File: config.mk
export PLATFORM = sky130hd
export DESIGN_NAME = duplicate_value_counter_flat
export DESIGN_NICKNAME = d
export VERILOG_FILES = /design/src/dvc_pkg.sv /design/src/dvc_if.sv /design/src/dvc_mem.sv /design/src/dvc_match.sv /design/src/dvc_seq.sv /design/src/duplicate_value_counter.sv /design/src/flat_wrapper.sv
export SDC_FILE = /design/constraint.sdc
export NUM_CORES = 2
export LEC_CHECK = 0
export BUFFER_PORTS_ARGS = -buffer_cell sky130_fd_sc_hd__buf_4
export CELL_PAD_IN_SITES_DETAIL_PLACEMENT = 2
export CELL_PAD_IN_SITES_GLOBAL_PLACEMENT = 2
export CORE_MARGIN = 1
export CORE_UTILIZATION = 30
export DETAILED_ROUTE_END_ITERATION = 12
export GPL_TIMING_DRIVEN = 1
export PLACE_DENSITY = 0.57
export SETUP_SLACK_MARGIN = 0.05
export SYNTH_ARGS = -nofsm -noshare
export SYNTH_HDL_FRONTEND = slang
export SYNTH_SLANG_ARGS = --single-unit
File: constraint.sdc
create_clock -name clk_i -period 6.2 [get_ports clk_i]
set_input_delay 0.62 -clock clk_i [delete_from_list [all_inputs] [get_ports clk_i]]
set_output_delay 0.62 -clock clk_i [all_outputs]
set_load 0.02 [all_outputs]
File: src/dvc_pkg.sv
package dvc_pkg;

  localparam int unsigned DvcCapacity  = 32;
  localparam int unsigned DvcValueBits = 32;
  localparam int unsigned DataBits     = 32;
  localparam int unsigned CountBits    = 6;
  localparam logic [CountBits-1:0] CountMax = 6'd63;

  typedef enum logic [2:0] {
    ST_IDLE,
    ST_ROW,
    ST_REF,
    ST_RD,
    ST_CMP,
    ST_DONE,
    ST_FINISH
  } dvc_state_e;

  typedef struct packed {
    logic load_ref;
    logic cmp_en;
  } dvc_match_ctrl_t;

  typedef struct packed {
    logic                 hit;
    logic [CountBits-1:0] count;
  } dvc_match_stat_t;

endpackage

File: src/dvc_if.sv
interface dvc_in_if;
  import dvc_pkg::*;

  logic                       valid;
  logic                       ready;
  logic signed [DataBits-1:0] value;
  logic                       last_in;

  modport source (output valid, output value, output last_in, input ready);
  modport sink (input valid, input value, input last_in, output ready);
endinterface

interface dvc_out_if;
  import dvc_pkg::*;

  logic                       valid;
  logic                       ready;
  logic signed [DataBits-1:0] dup_value;
  logic [CountBits-1:0]       occurrences;
  logic                       last_out;

  modport source (output valid, output dup_value, output occurrences, output last_out,
                  input ready);
  modport sink (input valid, input dup_value, input occurrences, input last_out,
                output ready);
endinterface

File: src/dvc_mem.sv
module dvc_mem #(
  parameter int unsigned DEPTH = 32,
  parameter int unsigned WIDTH = 32,
  parameter int unsigned AW    = 5
) (
  input  logic             clk_i,
  input  logic             we_i,
  input  logic [AW-1:0]    waddr_i,
  input  logic [WIDTH-1:0] wdata_i,
  input  logic [AW-1:0]    raddr_i,
  output logic [WIDTH-1:0] rdata_o
);

  logic [WIDTH-1:0] mem [DEPTH];
  logic [WIDTH-1:0] rdata_q;

  always_ff @(posedge clk_i) begin
    if (we_i) begin
      mem[waddr_i] <= wdata_i;
    end
    rdata_q <= mem[raddr_i];
  end

  assign rdata_o = rdata_q;

endmodule

File: src/dvc_match.sv
module dvc_match #(
  parameter int unsigned WIDTH = 32
) (
  input  logic                      clk_i,
  input  dvc_pkg::dvc_match_ctrl_t  ctrl_i,
  input  logic [WIDTH-1:0]          rdata_i,
  output logic [WIDTH-1:0]          ref_o,
  output dvc_pkg::dvc_match_stat_t  stat_o
);
  import dvc_pkg::*;

  logic [WIDTH-1:0]     ref_q;
  logic [CountBits-1:0] count_q;
  logic                 hit;

  // One comparator serves every probe of the current row.
  assign hit = ctrl_i.cmp_en && (rdata_i == ref_q);

  always_ff @(posedge clk_i) begin
    if (ctrl_i.load_ref) begin
      ref_q   <= rdata_i;
      count_q <= '0;
    end else if (hit && (count_q != CountMax)) begin
      count_q <= count_q + 1'b1;
    end
  end

  assign ref_o        = ref_q;
  assign stat_o.hit   = hit;
  assign stat_o.count = count_q;

endmodule

File: src/dvc_seq.sv
module dvc_seq #(
  parameter int unsigned CAPACITY = 32,
  parameter int unsigned SB       = 32,
  parameter int unsigned AW       = 5,
  parameter int unsigned FW       = 6
) (
  input  logic                              clk_i,
  input  logic                              rst_ni,
  input  logic                              in_valid_i,
  input  logic                              in_last_i,
  output logic                              in_ready_o,
  input  logic                              out_ready_i,
  output logic                              out_valid_o,
  output logic [SB-1:0]                     out_value_o,
  output logic [dvc_pkg::CountBits-1:0]     out_count_o,
  output logic                              out_last_o,
  output logic                              mem_we_o,
  output logic [AW-1:0]                     mem_waddr_o,
  output logic [AW-1:0]                     mem_raddr_o,
  output dvc_pkg::dvc_match_ctrl_t          match_ctrl_o,
  input  dvc_pkg::dvc_match_stat_t          match_stat_i,
  input  logic [SB-1:0]                     ref_i
);
  import dvc_pkg::*;

  dvc_state_e state_q, state_d;

  logic [FW-1:0]        fill_q, i_q, j_q;
  logic [CAPACITY-1:0]  counted_q;
  logic                 pend_vld_q;
  logic [SB-1:0]        pend_val_q;
  logic [CountBits-1:0] pend_cnt_q;
  logic                 out_vld_q, out_last_q;
  logic [SB-1:0]        out_val_q;
  logic [CountBits-1:0] out_cnt_q;

  logic accept, not_full, out_free, is_dup, row_end, scan_end;
  logic i_inc, j_set, j_inc, push, emit_final;

  assign accept   = in_valid_i && in_ready_o;
  assign not_full = fill_q < FW'(CAPACITY);
  assign out_free = !out_vld_q || out_ready_i;
  assign is_dup   = match_stat_i.count > CountBits'(1);
  assign row_end  = i_q == fill_q;
  assign scan_end = j_q == fill_q;

  always_comb begin
    state_d = state_q;
    case (state_q)
      ST_IDLE: begin
        if (accept && in_last_i) state_d = ST_ROW;
      end
      ST_ROW: begin
        if (row_end) state_d = ST_FINISH;
        else if (!counted_q[i_q[AW-1:0]]) state_d = ST_REF;
      end
      ST_REF: state_d = ST_RD;
      ST_RD: begin
        state_d = scan_end ? ST_DONE : ST_CMP;
      end
      ST_CMP: state_d = ST_RD;
      ST_DONE: begin
        if (!is_dup || !pend_vld_q || out_free) state_d = ST_ROW;
      end
      ST_FINISH: begin
        if (out_free) state_d = ST_IDLE;
      end
      default: state_d = ST_IDLE;
    endcase
  end

  always_comb begin
    in_ready_o            = 1'b0;
    mem_we_o              = 1'b0;
    match_ctrl_o.load_ref = 1'b0;
    match_ctrl_o.cmp_en   = 1'b0;
    i_inc                 = 1'b0;
    j_set                 = 1'b0;
    j_inc                 = 1'b0;
    push                  = 1'b0;
    emit_final            = 1'b0;
    mem_raddr_o           = j_q[AW-1:0];
    case (state_q)
      ST_IDLE: begin
        in_ready_o = 1'b1;
        mem_we_o   = accept && not_full;
      end
      ST_ROW: begin
        mem_raddr_o = i_q[AW-1:0];
        if (!row_end) begin
          if (counted_q[i_q[AW-1:0]]) i_inc = 1'b1;
          else j_set = 1'b1;
        end
      end
      ST_REF: match_ctrl_o.load_ref = 1'b1;
      ST_RD: ;
      ST_CMP: begin
        match_ctrl_o.cmp_en = 1'b1;
        j_inc               = 1'b1;
      end
      ST_DONE: begin
        if (!is_dup) begin
          i_inc = 1'b1;
        end else if (!pend_vld_q || out_free) begin
          i_inc = 1'b1;
          push  = 1'b1;
        end
      end
      ST_FINISH: emit_final = out_free;
      default: ;
    endcase
  end

  always_ff @(posedge clk_i or negedge rst_ni) begin
    if (!rst_ni) begin
      state_q    <= ST_IDLE;
      fill_q     <= '0;
      i_q        <= '0;
      j_q        <= '0;
      counted_q  <= '0;
      pend_vld_q <= 1'b0;
      out_vld_q  <= 1'b0;
    end else begin
      state_q <= state_d;
      if (mem_we_o) fill_q <= fill_q + 1'b1;
      if (i_inc) i_q <= i_q + 1'b1;
      if (j_set) j_q <= i_q;
      else if (j_inc) j_q <= j_q + 1'b1;
      if (match_stat_i.hit) counted_q[j_q[AW-1:0]] <= 1'b1;
      if (push) pend_vld_q <= 1'b1;
      if (emit_final) begin
        fill_q     <= '0;
        i_q        <= '0;
        counted_q  <= '0;
        pend_vld_q <= 1'b0;
      end
      if ((push && pend_vld_q) || emit_final) out_vld_q <= 1'b1;
      else if (out_ready_i) out_vld_q <= 1'b0;
    end
  end

  always_ff @(posedge clk_i) begin
    if (push) begin
      pend_val_q <= ref_i;
      pend_cnt_q <= match_stat_i.count;
    end
    if (push && pend_vld_q) begin
      out_val_q  <= pend_val_q;
      out_cnt_q  <= pend_cnt_q;
      out_last_q <= 1'b0;
    end else if (emit_final) begin
      out_val_q  <= pend_vld_q ? pend_val_q : '0;
      out_cnt_q  <= pend_vld_q ? pend_cnt_q : '0;
      out_last_q <= 1'b1;
    end
  end

  assign mem_waddr_o = fill_q[AW-1:0];
  assign out_valid_o = out_vld_q;
  assign out_value_o = out_val_q;
  assign out_count_o = out_cnt_q;
  assign out_last_o  = out_last_q;

endmodule

File: src/duplicate_value_counter.sv
// Load: one word per cycle, one beat accepted per clock while loading.
// Report: after the last beat the stored words are walked row by row, and a stalled
// report side holds the walk. The single read port of the value memory and the one
// shared comparator bound how fast the walk goes.
// Each unclaimed row is compared word by word from its own entry on; a claimed row is skipped.
// Reset is asynchronous and active low; it clears control state and the claimed flags.
module duplicate_value_counter #(
  parameter int unsigned CAPACITY   = dvc_pkg::DvcCapacity,
  parameter int unsigned VALUE_BITS = dvc_pkg::DvcValueBits
) (
  input  logic       clk_i,
  input  logic       rst_ni,
  dvc_in_if.sink     data_i,
  dvc_out_if.source  report_o
);
  import dvc_pkg::*;

  // Only the low VALUE_BITS bits of a word take part in the comparison, and the
  // data field itself is DataBits wide, so the memory holds the narrower of the two.
  localparam int unsigned SB = (VALUE_BITS < DataBits) ? VALUE_BITS : DataBits;
  localparam int unsigned AW = $clog2(CAPACITY);
  localparam int unsigned FW = $clog2(CAPACITY + 1);

  logic                 mem_we;
  logic [AW-1:0]        mem_waddr, mem_raddr;
  logic [SB-1:0]        mem_rdata;
  logic [SB-1:0]        ref_value;
  logic [SB-1:0]        out_value;
  dvc_match_ctrl_t      match_ctrl;
  dvc_match_stat_t      match_stat;

  // Value memory: written during the load, then read once per cycle in the report.
  // Only entries below the fill level are ever read, so it needs no reset.
  dvc_mem #(
    .DEPTH (CAPACITY),
    .WIDTH (SB),
    .AW    (AW)
  ) u_mem (
    .clk_i   (clk_i),
    .we_i    (mem_we),
    .waddr_i (mem_waddr),
    .wdata_i (data_i.value[SB-1:0]),
    .raddr_i (mem_raddr),
    .rdata_o (mem_rdata)
  );

  // Shared compare and count unit: holds the reference word of the current row
  // and counts the stored words equal to it, saturating at the field maximum.
  dvc_match #(
    .WIDTH (SB)
  ) u_match (
    .clk_i   (clk_i),
    .ctrl_i  (match_ctrl),
    .rdata_i (mem_rdata),
    .ref_o   (ref_value),
    .stat_o  (match_stat)
  );

  // Sequencer: walks the rows in order of first appearance, scans each unclaimed
  // row against all later words, and keeps one finished report pending so that
  // the final one can be marked when the walk ends.
  dvc_seq #(
    .CAPACITY (CAPACITY),
    .SB       (SB),
    .AW       (AW),
    .FW       (FW)
  ) u_seq (
    .clk_i        (clk_i),
    .rst_ni       (rst_ni),
    .in_valid_i   (data_i.valid),
    .in_last_i    (data_i.last_in),
    .in_ready_o   (data_i.ready),
    .out_ready_i  (report_o.ready),
    .out_valid_o  (report_o.valid),
    .out_value_o  (out_value),
    .out_count_o  (report_o.occurrences),
    .out_last_o   (report_o.last_out),
    .mem_we_o     (mem_we),
    .mem_waddr_o  (mem_waddr),
    .mem_raddr_o  (mem_raddr),
    .match_ctrl_o (match_ctrl),
    .match_stat_i (match_stat),
    .ref_i        (ref_value)
  );

  assign report_o.dup_value = DataBits'(out_value);

  // The comparator only runs while the input side is closed.
  a_no_cmp_while_loading: assert property (@(posedge clk_i) disable iff (!rst_ni)
    data_i.ready |-> !match_ctrl.cmp_en)
    else $error("compare active while accepting input");

  // The memory is only written by an accepted beat.
  a_write_on_accept: assert property (@(posedge clk_i) disable iff (!rst_ni)
    mem_we |-> (data_i.valid && data_i.ready))
    else $error("memory write without an accepted beat");

  // A report that is not the final one always carries a real duplicate.
  a_mid_report_dup: assert property (@(posedge clk_i) disable iff (!rst_ni)
    (report_o.valid && !report_o.last_out) |-> (report_o.occurrences > CountBits'(1)))
    else $error("non-final report without a duplicate count");

  // The empty report carries a zero value.
  a_empty_report: assert property (@(posedge clk_i) disable iff (!rst_ni)
    (report_o.valid && (report_o.occurrences == '0)) |->
      (report_o.last_out && (report_o.dup_value == '0)))
    else $error("malformed empty report");

endmodule

File: src/flat_wrapper.sv
// flat-port wrapper written by rule: the top's interface ports become plain ports
module duplicate_value_counter_flat import dvc_pkg::*;
#(
  parameter int unsigned CAPACITY   = dvc_pkg::DvcCapacity,
  parameter int unsigned VALUE_BITS = dvc_pkg::DvcValueBits
)
  (clk_i, rst_ni, data_i_valid, data_i_value, data_i_last_in, data_i_ready, report_o_valid, report_o_dup_value, report_o_occurrences, report_o_last_out, report_o_ready);
  dvc_in_if data_i_i ();
  dvc_out_if report_o_i ();
  input  logic clk_i;
  input  logic rst_ni;
  input wire logic [$bits(data_i_i.valid)-1:0] data_i_valid;
  input wire logic [$bits(data_i_i.value)-1:0] data_i_value;
  input wire logic [$bits(data_i_i.last_in)-1:0] data_i_last_in;
  output wire logic [$bits(data_i_i.ready)-1:0] data_i_ready;
  output wire logic [$bits(report_o_i.valid)-1:0] report_o_valid;
  output wire logic [$bits(report_o_i.dup_value)-1:0] report_o_dup_value;
  output wire logic [$bits(report_o_i.occurrences)-1:0] report_o_occurrences;
  output wire logic [$bits(report_o_i.last_out)-1:0] report_o_last_out;
  input wire logic [$bits(report_o_i.ready)-1:0] report_o_ready;
  assign data_i_i.valid = data_i_valid;
  assign data_i_i.value = data_i_value;
  assign data_i_i.last_in = data_i_last_in;
  assign data_i_ready = data_i_i.ready;
  assign report_o_valid = report_o_i.valid;
  assign report_o_dup_value = report_o_i.dup_value;
  assign report_o_occurrences = report_o_i.occurrences;
  assign report_o_last_out = report_o_i.last_out;
  assign report_o_i.ready = report_o_ready;
  duplicate_value_counter #(.CAPACITY(CAPACITY), .VALUE_BITS(VALUE_BITS)) u_core (.clk_i(clk_i), .rst_ni(rst_ni), .data_i(data_i_i), .report_o(report_o_i));
endmodule
## Word level (Yosys, flattened, before mapping)

Memories as Yosys holds them, arrays and structs flattened. A register that Yosys moved wholly into a read port is not among the register bits.
Cells that the tools add are included.

- Order comparisons: 5
- Mux-type cells: 47
- Reductions and logical operators: 25
- Add/subtract/negate cells: 4
- Equality and inequality tests: 14
- Bitwise logic cells: 1

Operators with widths:

| kind | number |
|---|---|
| $mux W32 | 5 |
| $mux W6 | 9 |
| $eq A32 B32 Y1 | 1 |
| $or A32 B32 Y32 | 1 |
| $add A6 B1 Y6 const B | 4 |
| $mux W1 | 23 |
| $pmux W3 S6 | 1 |
| $mux W3 | 5 |
| $reduce_bool A2 Y1 | 7 |
| $eq A6 B6 Y1 | 2 |
| $lt A5 B6 Y1 const B | 2 |
| $eq A3 B3 Y1 const B | 3 |
| $logic_and A1 B1 Y1 | 7 |
| $eq A3 B2 Y1 const B | 2 |
| $gt A6 B1 Y1 const B | 1 |
| $lt A6 B6 Y1 const B | 1 |
| $ne A2 B2 Y1 const B | 3 |
| $ne A6 B6 Y1 const B | 1 |
| $bmux W1 S5 | 1 |
| $demux W1 S5 | 1 |
| $ge A5 B1 Y1 const B | 1 |
| $logic_or A1 B1 Y1 | 5 |
| $mux W5 | 1 |
| $reduce_and A4 Y1 | 1 |
| 6 further kinds | 8 |

- Memories: 1
- Input port bits: 37
- Logic and storage cells: 111
- Bits in writable memories: 1024
- Register bits after elaboration: 170

Memories:

| name | words | width | rd ports | clocked after Yosys merged registers in | write ports | line | RTL |
|---|---|---|---|---|---|---|---|
| u_core.u_mem.mem | 32 | 32 | 1 | 1 | 1 | dvc_mem.sv:14 | `logic [WIDTH-1:0] mem [DEPTH];` |

## Logic depth before layout (Yosys ltp)

- Word-level depth: 9
- Gate-level depth with buffers: 9

## Modules after synthesis

From an unflattened synthesis, not the netlist that was laid out.

- Cells, all modules: 2842
- Area total of the unflattened synthesis: 47865.9 um^2

By module, submodules not included:

| module | sequential area each (um^2) | area an instance (um^2) | cells an instance | instances |
|---|---|---|---|---|
| dvc_mem | 31390.1 | 40491.3 | 2260 | 1 |
| dvc_seq | 3678.5 | 5743.0 | 468 | 1 |
| dvc_match | 1081.0 | 1631.6 | 114 | 1 |

## Worst setup path after synthesis

Ideal clock, no wire load.

- Path type: reg-to-reg
- Start: register u_core.u_seq.state_q[0]
- End: memory u_core.u_mem.mem[23][0] (enable)
- Setup slack: 1571 ps
- Period minus slack after synthesis: 4629 ps
- Required time: 5732 ps
- Arrival time: 4162 ps
- Cell stages (with the launch flop): 7
- Path through: dfrtp_1 buf_2 nor3_1 and3b_1 clkbuf_1 nand3_1 nor3b_1

- Word-level cells in the longest chain between the ends: 7

Ends and longest elaborated chain:

| what | line | RTL |
|---|---|---|
| start: declaration | dvc_seq.sv:26 | `dvc_state_e state_q, state_d;` |
| start signal: assignment | dvc_seq.sv:124 | `state_q <= state_d;` |
| $logic_not A3 Y1 | dvc_seq.sv:83 | `case (state_q)` |
| $mux W1 | dvc_seq.sv:83 |  |
| net data_i_ready | flat_wrapper.sv:15 | `output wire logic [$bits(data_i_i.ready)-1:0] data_i_ready;` |
| $logic_and A1 B1 Y1 | dvc_seq.sv:40 | `assign accept = in_valid_i && in_ready_o;` |
| $logic_and A1 B1 Y1 | dvc_seq.sv:86 | `mem_we_o = accept && not_full;` |
| $mux W1 | dvc_seq.sv:83 |  |
| $mux W1 | dvc_mem.sv:18 | `if (we_i) begin` |
| $mux W1 (not written as such) | dvc_mem.sv:19 | `mem[waddr_i] <= wdata_i;` |
| end: declaration | dvc_mem.sv:14 |  |

The timed path passes the listed nets, and every way through them passes these cells.

## Worst setup path in the final report

- Start: register u_core.u_seq.state_q[0]
- End: register u_core.u_mem.rdata_q[24] (netlist: u_core.u_mem.rdata_o[24]) (read register of u_core.u_mem.mem)

- Word-level cells in the longest chain between the ends: 2

Ends and longest elaborated chain:

| what | line | RTL |
|---|---|---|
| $eq A3 B1 Y1 | dvc_seq.sv:83 |  |
| $mux W5 | dvc_seq.sv:83 |  |
| end: declaration | dvc_mem.sv:15 | `logic [WIDTH-1:0] rdata_q;` |

No other way between the ends.
A chain may end at the register's enable or synchronous reset.

==> metrics.md <==
| Metric | Value |
|---|---|
| Status | completed |
| Hold Path Origin | data_i_value[24] |
| Syn_nets | 2225 |
| Top-area cell type share of the netlist area | 0.735 |
| Via density | 5.09 |
| Core area | 152000 µm² |
| Vias in the first global route | 25240 |
| Reg2Reg Capture Point | u_core.u_mem.rdata_o[24] |
| WHS Path Cells | 1 |
| Setup Buffers After CTS | 0 |
| Critical Path Most Common Cell | buf_4 |
| #FFs+latches synth | 1226 |
| Gate power share | 0.247 |
| PwrDens | 445 nW/µm² |
| Initial antenna violation count | 5 |
| Chip width | 395 µm |
| Final #Nets | 2400 |
| Count leader, synth | edfxtp_1 |
| Leak Pwr | 17.3 nW |
| I/O pins | 78 |
| Synth Instances | 2176 |
| Critical R2R Launch | u_core.u_seq.state_q[0] |
| Ys Warns | 0 |
| Max-slew headroom | 0.162 |
| Dpl hpwl | 76800 µm |
| GRT Total Usage | 0.173 |
| Number of enable flip-flop cells after synthesis | 1132 |
| Grt ovf | 0 |
| Worst EP arrival | 4.76 ns |
| Min-Delay Path Class | in -> reg |
| CTS Buf Count | 138 |
| Drt drc | 0 |
| H-Tree Depth | 4 |
| FP Rows | 143 |
| WL/cell | 29.8 µm |
| Clock latency on the worst-skew pair | 0.75 ns |
| Sequential Power Share | 0.417 |
| Clock Power Share | 0.336 |
| CP Depth | 8 |
| Switching Share | 0.293 |
| Int Pwr | 17.0 mW |
| Fmax | 241 MHz |
| Avg Cell Area, Syn | 21.2 µm² |
| Max-cap violations | 0 |
| Min cycle time layout | 4.15 ns |
| Final-report max-slew violation count | 0 |
| CP Max Fanout | 45 |
| Hold endpoint | u_core.u_mem.mem[9][24] |
| WP data required | 6.81 ns |
| WS Path Type | reg -> reg |
| Placer Congestion | 0.755 |
| Crit share post-route | 0.669 |
| Hold_ws | 0.286 ns |
| Clock tree buffer depth | 3 |
| Die H | 395 µm |
| Post-CTS Hold Buffers | 1 |
| Slowest cell on crit path | mux2i_4 |
| Clock slew at reported path FFs | 0.06 ns |
| Clk sink count | 1226 |
| Yosys top cell by area | edfxtp_1 |
| CP peak stage delay | 0.83 ns |
| CP bufs+invs | 2 |
| Top FF cell, synth | edfxtp_1 |
| Post-Syn Area | 46200 µm² |
| Layout Skew | 0.0278 ns |
| Area contributors post-synth | edfxtp_1 (74%), mux4_2 (12%), dfrtp_1 (3.0%), o22ai_1 (1.7%), dfxtp_1 (1.7%) |
| Reg2reg setup slack | 2.05 ns |
| DRT iter0 DRCs | 2057 |
| Die ar. | 156000 µm² |
| Largest delay contributor family on the critical path | buffers and inverters |
| Final hold violations | 0 |
| Clk root buf | clkbuf_16 |
| Post-synthesis cell type count | 52 |
| Final setup TNS | 0 ns |
| Layout area overhead | 17.0% |
| CP cell instances | nand2b_4 > nor2_8 > mux2i_4 > buf_4 > buf_4 > mux4_2 > o22ai_1 > nor4_1 |
| Maximum vdd drop | 461 µV |
| Largest net degree at the start of global routing | 95 |
| Post-synth top cells | edfxtp_1 (1132), mux4_2 (256), o22ai_1 (128) |
| RSZ-0062 raised after global routing | no |
| PortBufs | 77 |
| CTS tree | done |
| Worst setup EP type | flip-flop |
| Vias | 22895 |
| Global-route wire length before repair | 191000 µm |
| Ys async rst share | 0.0449 |
| Slew @ Worst Pin | 1.25 ns |
| Share of cells above drive strength 1 | 0.261 |
| Final setup fails | 0 |
| Startpoint Class | flip-flop |
| Post-route ant nets | 0 |
| Post-cts sizing count | 0 |
| R2R depth | 8 |
| Sequential area share after synthesis | 0.782 |
| Sw Pwr | 7.05 mW |
| TritonRoute pass-1 iters | 5 |
| Initial Utilization | 0.303 |
| Routed wire length | 134000 µm |
-- logic make-up (layout without fill, tap and decap cells) --
group	after synthesis	after routing	synth area share
flip-flops	1226	1226	0.782
multiplexers	281	281	0.130
AND/OR/NAND/NOR	271	271	0.0311
AO/OA/AOI/OAI	212	212	0.0288
buffers and inverters	122	411	0.0146
XOR/XNOR	52	52	0.00985
adder cells (fa/ha/maj)	12	12	0.00325
other	0	2	0
-- metrics by stage --
step / std cells / utilization / instance area [µm²] / worst slack (ns) / total power, mW
floorplan: 2176 / - / 46200 / 1.57 / 14.4
CTS: 4495 / 0.355 / 54100 / 2.05 / 24.4
global route: 4495 / 0.355 / 54100 / 1.74 / 25.0
detailed placement: 4240 / 0.325 / 49600 / 2.06 / 16.3
global placement: 4240 / 0.325 / 49600 / 2.19 / 16.1
finish: 4497 / 0.355 / 54100 / 2.05 / 24.1
-- power by group through the flow --
| stage | Combinational [mW] | Sequential [mW] | Clock (mW) |
|---|---|---|---|
| after floorplan | 4.52 | 9.86 | 0 |
| after global placement | 5.94 | 10.2 | 0 |
| after detailed placement | 6.07 | 10.2 | 0 |
| after CTS | 6.10 | 10.0 | 8.29 |
| after global routing | 6.41 | 10.1 | 8.55 |
| final | 5.94 | 10.0 | 8.09 |
-- state kept, by name, indices dropped and copies added, names as in the netlist --
name	cells
u_core.u_mem.mem	1024
u_core.u_match.ref_o	32
u_core.u_mem.rdata_o	32
u_core.u_seq.counted_q	32
u_core.u_seq.out_value_o	32
u_core.u_seq.pend_val_q	32
u_core.u_match.count_q	6
u_core.u_seq.fill_q	6
u_core.u_seq.i_q	6
u_core.u_seq.j_q	6
u_core.u_seq.out_count_o	6
u_core.u_seq.pend_cnt_q	6
u_core.u_seq.state_q	3
u_core.u_seq.out_last_o	1
u_core.u_seq.out_valid_o	1
u_core.u_seq.pend_vld_q	1
-- cell type report --
type	instances	area, µm²
clock inverter	59	536
fill	14736	98400
inverter	11	41.3
sequential	1226	36100
antenna	2	5.00
multi-input combinational	828	9730
timing repair buffer	146	1150
clock buffer	195	3930
tap	2030	2540
-- placed cells by master, fill, tap and decap left out, types with 9 or more instances in the layout --
cell       count
edfxtp_1    1132
mux4_2       256
clkbuf_16    145
buf_4        141
o22ai_1      128
dfrtp_1       55
nor2_1        53
and2_1        39
xor2_1        39
clkbuf_1      39
dfxtp_1       39
nor4_1        37
nor2_4        30
clkinv_1      30
a21oi_1       27
nand2_1       26
mux2i_1       21
o21a_1        17
nand3_1       15
o21ai_0       15
xnor2_1       13
clkinv_2      13
ha_1          12
inv_1         11
clkbuf_8      11
nand2b_1       9
a22oi_1        9
bufinv_16      9
-- worst max path at each step --
| stage | from | to | slack [ns] |
|---|---|---|---|
| final | u_core.u_seq.state_q[0] | u_core.u_mem.rdata_o[24] | 2.05 |
| after global routing | u_core.u_seq.state_q[0] | u_core.u_mem.rdata_o[24] | 1.74 |
| after CTS | u_core.u_seq.state_q[0] | u_core.u_mem.rdata_o[24] | 2.05 |
| after detailed placement | u_core.u_seq.state_q[0] | u_core.u_mem.rdata_o[21] | 2.06 |
| after global placement | u_core.u_seq.state_q[1] | u_core.u_mem.rdata_o[21] | 2.19 |
| after floorplan | u_core.u_seq.state_q[0] | u_core.u_mem.mem[23][0] | 1.57 |
-- layer usage --
metal	GRT usage	part of all wire
met1	0.228	0.42
met2	0.287	0.49
met3	0.0341	0.058
met4	0.0542	0.025
met5	0	0.000097
Power figures use the tool's default switching activity.
